[config.mk]
export PLATFORM = sky130hd
export DESIGN_NAME = dual_quadrature_knob_decoder
export DESIGN_NICKNAME = d
export VERILOG_FILES = /design/src/rtl/core/dqkd_pkg.sv /design/src/rtl/core/dqkd_knob.sv /design/src/rtl/core/dual_quadrature_knob_decoder.sv
export SDC_FILE = /design/constraint.sdc
export NUM_CORES = 1
export LEC_CHECK = 0
export BUFFER_PORTS_ARGS = -buffer_cell sky130_fd_sc_hd__buf_4
export CELL_PAD_IN_SITES_DETAIL_PLACEMENT = 1
export CELL_PAD_IN_SITES_GLOBAL_PLACEMENT = 2
export CORE_UTILIZATION = 46
export DETAILED_ROUTE_END_ITERATION = 16
export PLACE_DENSITY = 0.86
export SYNTH_ARGS = -nofsm -noshare
export SYNTH_HDL_FRONTEND = slang
export SYNTH_SLANG_ARGS = --single-unit
[constraint.sdc]
create_clock -name clk -period 6.1 [get_ports clk]
set_input_delay 0.61 -clock clk [delete_from_list [all_inputs] [get_ports clk]]
set_output_delay 0.61 -clock clk [all_outputs]
set_load 0.01 [all_outputs]
[src/rtl/core/dqkd_pkg.sv]
// dual quadrature knob decoder package: shared constants, types and the step table
// used by dqkd_knob and dual_quadrature_knob_decoder; no dependencies
`timescale 1ns / 1ps
`default_nettype none

package dqkd_pkg;

	localparam int SETTINGS_PER_KNOB = 8;
	localparam int SLOT_W = (SETTINGS_PER_KNOB > 1) ? $clog2(SETTINGS_PER_KNOB) : 1;

	localparam int SETTING_W = 3;
	localparam int VALUE_W   = 8;
	localparam int ACCUM_W   = 4;
	localparam int CFG_IDX_W = 8;
	localparam int CFG_DAT_W = 8;

	// configuration register indexes
	localparam logic [CFG_IDX_W-1:0] CFG_LEFT_SETTING  = CFG_IDX_W'(0);
	localparam logic [CFG_IDX_W-1:0] CFG_RIGHT_SETTING = CFG_IDX_W'(1);
	localparam logic [CFG_IDX_W-1:0] CFG_LEFT_LIMIT    = CFG_IDX_W'(2);
	localparam logic [CFG_IDX_W-1:0] CFG_RIGHT_LIMIT   = CFG_IDX_W'(3);

	// detent move codes
	localparam logic [1:0] MOVE_NONE = 2'd0;
	localparam logic [1:0] MOVE_FWD  = 2'd1;
	localparam logic [1:0] MOVE_BACK = 2'd2;

	localparam logic [1:0] PINS_RESET = 2'b11;

	typedef struct packed {
		logic [VALUE_W-1:0] value;
		logic [1:0]         move;
	} knob_res_t;

	// transition table indexed by {prev A/B, cur A/B}: -1, 0 or +1
	function automatic logic signed [1:0] step_lookup(input logic [3:0] idx);
		logic signed [1:0] st;
		unique case (idx)
			4'd1, 4'd7, 4'd8, 4'd14: st = -2'sd1;
			4'd2, 4'd4, 4'd11, 4'd13: st = 2'sd1;
			default: st = 2'sd0;
		endcase
		return st;
	endfunction

endpackage

`default_nettype wire

[src/rtl/core/dqkd_knob.sv]
// one knob: previous pin pair, detent accumulator and per-setting value store
// depends on dqkd_pkg
`timescale 1ns / 1ps
`default_nettype none

module dqkd_knob (
	input  wire logic                            clk,
	input  wire logic                            arst_n,
	input  wire logic                            step_en,
	input  wire logic [1:0]                      pins,
	input  wire logic [dqkd_pkg::SETTING_W-1:0]  setting,
	input  wire logic [dqkd_pkg::VALUE_W-1:0]    limit,
	output dqkd_pkg::knob_res_t                  res
);

	logic [1:0]                          prev_q;
	logic signed [dqkd_pkg::ACCUM_W-1:0] accum_q;
	logic [dqkd_pkg::VALUE_W-1:0]        values_q [dqkd_pkg::SETTINGS_PER_KNOB];

	logic [dqkd_pkg::SLOT_W-1:0]         slot;
	logic signed [1:0]                   st;
	logic signed [dqkd_pkg::ACCUM_W-1:0] sum;
	logic signed [dqkd_pkg::ACCUM_W-1:0] accum_nxt;
	logic [dqkd_pkg::VALUE_W-1:0]        cur;
	logic [dqkd_pkg::VALUE_W-1:0]        val_nxt;
	logic [1:0]                          move;

	always_comb begin
		// out-of-range setting saturates to the last slot
		if (int'(setting) >= dqkd_pkg::SETTINGS_PER_KNOB)
			slot = dqkd_pkg::SLOT_W'(dqkd_pkg::SETTINGS_PER_KNOB - 1);
		else
			slot = dqkd_pkg::SLOT_W'(setting);

		st  = dqkd_pkg::step_lookup({prev_q, pins});
		sum = accum_q + {{(dqkd_pkg::ACCUM_W-2){st[1]}}, st};
		cur = values_q[slot];

		val_nxt   = cur;
		accum_nxt = sum;
		move      = dqkd_pkg::MOVE_NONE;
		if (sum > 4'sd3) begin
			if (cur < limit)
				val_nxt = cur + dqkd_pkg::VALUE_W'(1);
			accum_nxt = '0;
			move      = dqkd_pkg::MOVE_FWD;
		end else if (sum < -4'sd3) begin
			if (cur != '0)
				val_nxt = cur - dqkd_pkg::VALUE_W'(1);
			accum_nxt = '0;
			move      = dqkd_pkg::MOVE_BACK;
		end

		res.value = val_nxt;
		res.move  = move;
	end

	always_ff @(posedge clk or negedge arst_n) begin
		if (!arst_n) begin
			prev_q  <= dqkd_pkg::PINS_RESET;
			accum_q <= '0;
			for (int i = 0; i < dqkd_pkg::SETTINGS_PER_KNOB; i++)
				values_q[i] <= '0;
		end else if (step_en) begin
			prev_q         <= pins;
			accum_q        <= accum_nxt;
			values_q[slot] <= val_nxt;
		end
	end

endmodule

`default_nettype wire

[src/rtl/core/dual_quadrature_knob_decoder.sv]
// dual quadrature knob decoder top level: config registers, input stage,
// two dqkd_knob instances and the result register; depends on dqkd_pkg, dqkd_knob
//
// usage:
// - input channel (in_valid/in_ready, pin_sample): one 4-bit pin sample per item,
//   bits 3..2 left knob A/B, bits 1..0 right knob A/B
// - output channel (out_valid/out_ready): one result item per input item with the
//   selected value of each knob, the move code of each knob and a changed flag
// - config channel (cfg_valid/cfg_ready, cfg_index, cfg_data): always ready;
//   index 0/1 left/right setting, 2/3 left/right limit, other indexes ignored;
//   write only while no item is in flight
// - path: out_valid rises once its item has passed the input register and
//   then the result register, where the result can be taken
// - throughput: one item per cycle while out_ready is high; the knob update
//   is a single table lookup, a 4-bit add and an 8-bit compare and increment
//   or decrement between the two registers
// - reset: pin history 2'b11, accumulators and all stored values zero,
//   settings 0, limits 255
// - when out_ready is low the result register holds, the input register
//   fills behind it and in_ready drops until the result is taken
`timescale 1ns / 1ps
`default_nettype none

module dual_quadrature_knob_decoder (
	input  wire logic                            clk,
	input  wire logic                            arst_n,

	input  wire logic                            cfg_valid,
	output wire logic                            cfg_ready,
	input  wire logic [dqkd_pkg::CFG_IDX_W-1:0]  cfg_index,
	input  wire logic [dqkd_pkg::CFG_DAT_W-1:0]  cfg_data,

	input  wire logic                            in_valid,
	output wire logic                            in_ready,
	input  wire logic [3:0]                      pin_sample,

	output wire logic                            out_valid,
	input  wire logic                            out_ready,
	output wire logic [dqkd_pkg::VALUE_W-1:0]    left_value,
	output wire logic [dqkd_pkg::VALUE_W-1:0]    right_value,
	output wire logic [1:0]                      left_move,
	output wire logic [1:0]                      right_move,
	output wire logic                            changed
);

	logic [dqkd_pkg::SETTING_W-1:0] left_setting_q;
	logic [dqkd_pkg::SETTING_W-1:0] right_setting_q;
	logic [dqkd_pkg::VALUE_W-1:0]   left_limit_q;
	logic [dqkd_pkg::VALUE_W-1:0]   right_limit_q;

	logic        valid_s1;
	logic [3:0]  pins_s1;
	logic        out_valid_q;
	logic [dqkd_pkg::VALUE_W-1:0] left_value_q;
	logic [dqkd_pkg::VALUE_W-1:0] right_value_q;
	logic [1:0]  left_move_q;
	logic [1:0]  right_move_q;
	logic        changed_q;

	logic        advance;
	logic        fire_s1;
	dqkd_pkg::knob_res_t left_res;
	dqkd_pkg::knob_res_t right_res;

	assign cfg_ready = 1'b1;

	always_ff @(posedge clk or negedge arst_n) begin
		if (!arst_n) begin
			left_setting_q  <= '0;
			right_setting_q <= '0;
			left_limit_q    <= '1;
			right_limit_q   <= '1;
		end else if (cfg_valid) begin
			unique case (cfg_index)
				dqkd_pkg::CFG_LEFT_SETTING:
					left_setting_q <= cfg_data[dqkd_pkg::SETTING_W-1:0];
				dqkd_pkg::CFG_RIGHT_SETTING:
					right_setting_q <= cfg_data[dqkd_pkg::SETTING_W-1:0];
				dqkd_pkg::CFG_LEFT_LIMIT:
					left_limit_q <= cfg_data[dqkd_pkg::VALUE_W-1:0];
				dqkd_pkg::CFG_RIGHT_LIMIT:
					right_limit_q <= cfg_data[dqkd_pkg::VALUE_W-1:0];
				default: ;
			endcase
		end
	end

	// result register free or being drained this cycle
	assign advance  = !out_valid_q || out_ready;
	assign fire_s1  = valid_s1 && advance;
	assign in_ready = !valid_s1 || advance;

	always_ff @(posedge clk or negedge arst_n) begin
		if (!arst_n)
			valid_s1 <= 1'b0;
		else if (in_ready)
			valid_s1 <= in_valid;
	end

	always_ff @(posedge clk) begin
		if (in_valid && in_ready)
			pins_s1 <= pin_sample;
	end

	dqkd_knob u_left (
		.clk     (clk),
		.arst_n  (arst_n),
		.step_en (fire_s1),
		.pins    (pins_s1[3:2]),
		.setting (left_setting_q),
		.limit   (left_limit_q),
		.res     (left_res)
	);

	dqkd_knob u_right (
		.clk     (clk),
		.arst_n  (arst_n),
		.step_en (fire_s1),
		.pins    (pins_s1[1:0]),
		.setting (right_setting_q),
		.limit   (right_limit_q),
		.res     (right_res)
	);

	always_ff @(posedge clk or negedge arst_n) begin
		if (!arst_n)
			out_valid_q <= 1'b0;
		else if (advance)
			out_valid_q <= valid_s1;
	end

	always_ff @(posedge clk) begin
		if (fire_s1) begin
			left_value_q  <= left_res.value;
			right_value_q <= right_res.value;
			left_move_q   <= left_res.move;
			right_move_q  <= right_res.move;
			changed_q     <= (left_res.move != dqkd_pkg::MOVE_NONE) ||
				(right_res.move != dqkd_pkg::MOVE_NONE);
		end
	end

	assign out_valid   = out_valid_q;
	assign left_value  = left_value_q;
	assign right_value = right_value_q;
	assign left_move   = left_move_q;
	assign right_move  = right_move_q;
	assign changed     = changed_q;

endmodule

`default_nettype wire

==> flow_metrics.py <==
metrics = {
    "cells_and_area": {
        "final_area_um2": 11300,
        "antenna_cells": 0,
        "final_cell_mix": "144 x dfrtp_1, 106 x mux2_2, 74 x nand2_1",
        "drive_above_1_share": 0.310,
        "finalNetCount": 930,
        "layout_commonest_cell": "dfrtp_1",
        "areaGrowthSynthToFinish_pct": 12.1,
    },
    "critical_path": {
        "cp.arrival_ns": 5.25,
        "rrSetupSlack_ns": 1.23,
        "cp-end-kind": "register",
        "critical_path_class": "reg -> reg",
        "cp_data_required_time_ns": 6.48,
        "crit_path_start_kind": "register",
        "crit_fanout": 28,
    },
    "cts": {
        "cts_tree": "built",
        "clkTransAtPathRegs_ns": 0.08,
        "clockBufferDepth": 2,
        "ctsRootBufferMaster": "clkbuf_16",
        "postCtsSetupRepairBufs": 0,
        "ctsResizeCount": 0,
        "holdBufCountCts": 0,
        "clk_latency_ns": 0.44,
        "cts_sinks": 189,
        "numCtsBuffers": 17,
        "htreeDepth": 4,
    },
    "detailed_routing": {
        "drt-vias-per-instance": 5.94,
        "finalWirelength_um": 25500,
        "wl_per_cell_um": 22.1,
        "drc": 0,
        "vias": 6866,
        "firstDrtPassIters": 5,
        "ant_nets": 0,
        "drt_iter0_drc": 442,
    },
    "sta": {
        "setup_violations": 0,
        "fin_crit_sh": 0.799,
        "slew_violations": 0,
        "hold_violations": 0,
        "timing.fmax_mhz": 205,
        "period_needed_ns": 4.87,
        "slew_headroom": 0.247,
        "hold_slack_ns": 0.235,
        "rsz0062_at_grt": "false",
        "tightest_slew_ns": 1.13,
        "fin_tns_setup_ns": 0,
        "skew_ns": 0.0142,
    },
    "yosys": {
        "synth_edf_count": 25,
        "synth_ff_type": "dfrtp_1",
        "async_flop_share": 0.868,
        "syn_avg_cell_area_um2": 12.2,
        "yosysWarnings": 0,
        "yosysTopAreaCellShare": 0.357,
        "synthCells": 828,
        "netlist_area_um2": 10100,
        "synthesis.nets": 891,
        "synthTopCellsByArea": "dfrtp_1 36%, mux2_2 12%, edfxtp_1 7.4%, dfstp_2 5.2%, ha_1 4.5%",
        "ys_seq_area_frac": 0.483,
        "synth_largest_area_cell": "dfrtp_1",
        "ys_types": 85,
        "yosys_register_bits": 189,
    },
    "die": {
        "io_pins": 49,
        "core-area_um2": 21300,
        "rows": 53,
        "die_w_um": 150,
        "initial_utilization": 0.474,
        "die_area_um2": 22500,
        "die_h_um": 150,
    },
    "global_routing": {
        "grt_start_max_net_pins": 99,
        "antenna_found_initial": 0,
        "grt_pass1_wl_um": 41200,
        "grt_usage": 0.243,
        "grt_pass1_vias": 7446,
        "overflow": 0,
    },
    "flow_run": {
        "cap_violations": 0,
    },
    "power": {
        "finalPower_w": 0.00527,
        "ir_worst_vdd_uv": 157,
        "power.density_nw_per_um2": 466,
        "p_leak_nw": 5.03,
    },
    "placement": {
        "hpwlAfterDp_um": 17700,
        "place_congestion": 0.850,
        "numPortBuffers": 47,
        "dpl_cell_area_um2": 10700,
    },
    "hold_path": {
        "hold_class": "in -> async",
    },
    "outcome": {
        "status": "completed",
    },
}
==> stage by stage <==
| stage | std cells | setup WS (ns) | util |
|---|---|---|---|
| after floorplan | 828 | 2.06 | - |
| after global placement | 1123 | 1.37 | 0.502 |
| after detailed placement | 1123 | 1.27 | 0.502 |
| after CTS | 1155 | 1.23 | 0.531 |
| after global routing | 1155 | 0.805 | 0.531 |
| final | 1155 | 1.23 | 0.531 |
==> worst paths after layout <==
path | start | end | cells after the start
min | arst_n | u_left.accum_q[0] | 1
min in group clk | pin_sample[1] | pins_s1[1] | 1
max reg2reg | right_setting_q[2] | u_right.values_q[42] | 10
max | right_setting_q[2] | u_right.values_q[42] | 10
max in group asynchronous | arst_n | u_right.values_q[9] | 2
min reg2reg | u_right.values_q[51] | u_right.values_q[51] | 2
==> per-layer routing <==
metal,wire [um],up-vias,global-route usage
met1,11900,3617,0.328
met3,806,31,0.0379
li1,-,3096,-
met4,421,0,0.0753
met2,12400,122,0.402
met5,0,-,0
==> flip-flops by register name, indices dropped and copies added, names as in the netlist <==
register and cells:
u_left.prev_q 2, left_move 2, u_right.accum_q 4, right_limit_q 8, right_value 8, pins_s1 4, changed 1, out_valid 1
u_left.values_q 64, u_left.accum_q 4, right_setting_q 3, u_right.prev_q 2, left_value 8, u_right.values_q 64, valid_s1 1, left_setting_q 3
left_limit_q 8, right_move 2
==> power by group <==
| group | switching (W) | internal (W) | leakage [nW] |
|---|---|---|---|
| sequential | 0.000162 | 0.00161 | 2.39 |
| clock | 0.000561 | 0.000632 | 0.303 |
| combinational | 0.00142 | 0.000880 | 2.33 |
==> synthesized netlist by cell type (12+ instances only) <==
library cell  count
a21oi_1          26
buf_2            12
clkbuf_1         13
dfrtp_1         144
dfstp_2          20
edfxtp_1         25
ha_1             36
inv_1            40
mux2_2          106
mux4_2           19
nand2_1          74
nand2b_1         13
nand3_1          19
nor2_1           29
o211ai_1         13
o21ai_0          33
xnor2_1          20
==> layout make-up <==
| type | instances | area (um^2) |
|---|---|---|
| Clock buffer | 18 | 429 |
| Fill cell | 2170 | 9970 |
| Sequential cell | 189 | 4880 |
| Clock inverter | 14 | 199 |
| Inverter | 47 | 176 |
| Timing Repair Buffer | 52 | 394 |
| Tap cell | 275 | 344 |
| Multi-Input combinational cell | 560 | 4890 |
==> kinds of logic (layout without fill, tap and decap cells) <==
family	Yosys count	count (layout)	synth area share
AOI/OAI and AO/OA	135	135	0.0997
xor gates and xnor gates	26	26	0.0260
adders and majority gates	38	38	0.0486
buffers and inverters	79	131	0.0331
DFF	189	189	0.483
muxes	151	151	0.196
other	1	1	0.000371
and+or+nand+nor	209	209	0.113
==> critical path, stage by stage, from the launching register on <==
cell and delay, ns:
dfrtp_1 1.09, mux2_2 0.43, mux4_2 0.50, or2_0 0.42, ha_1 0.42, nand4_1 0.09
a221oi_1 0.45, a21oi_1 0.16, xnor2_1 0.17, a21oi_1 0.76, mux2_2 0.31
(Power assumes the default switching activity.)
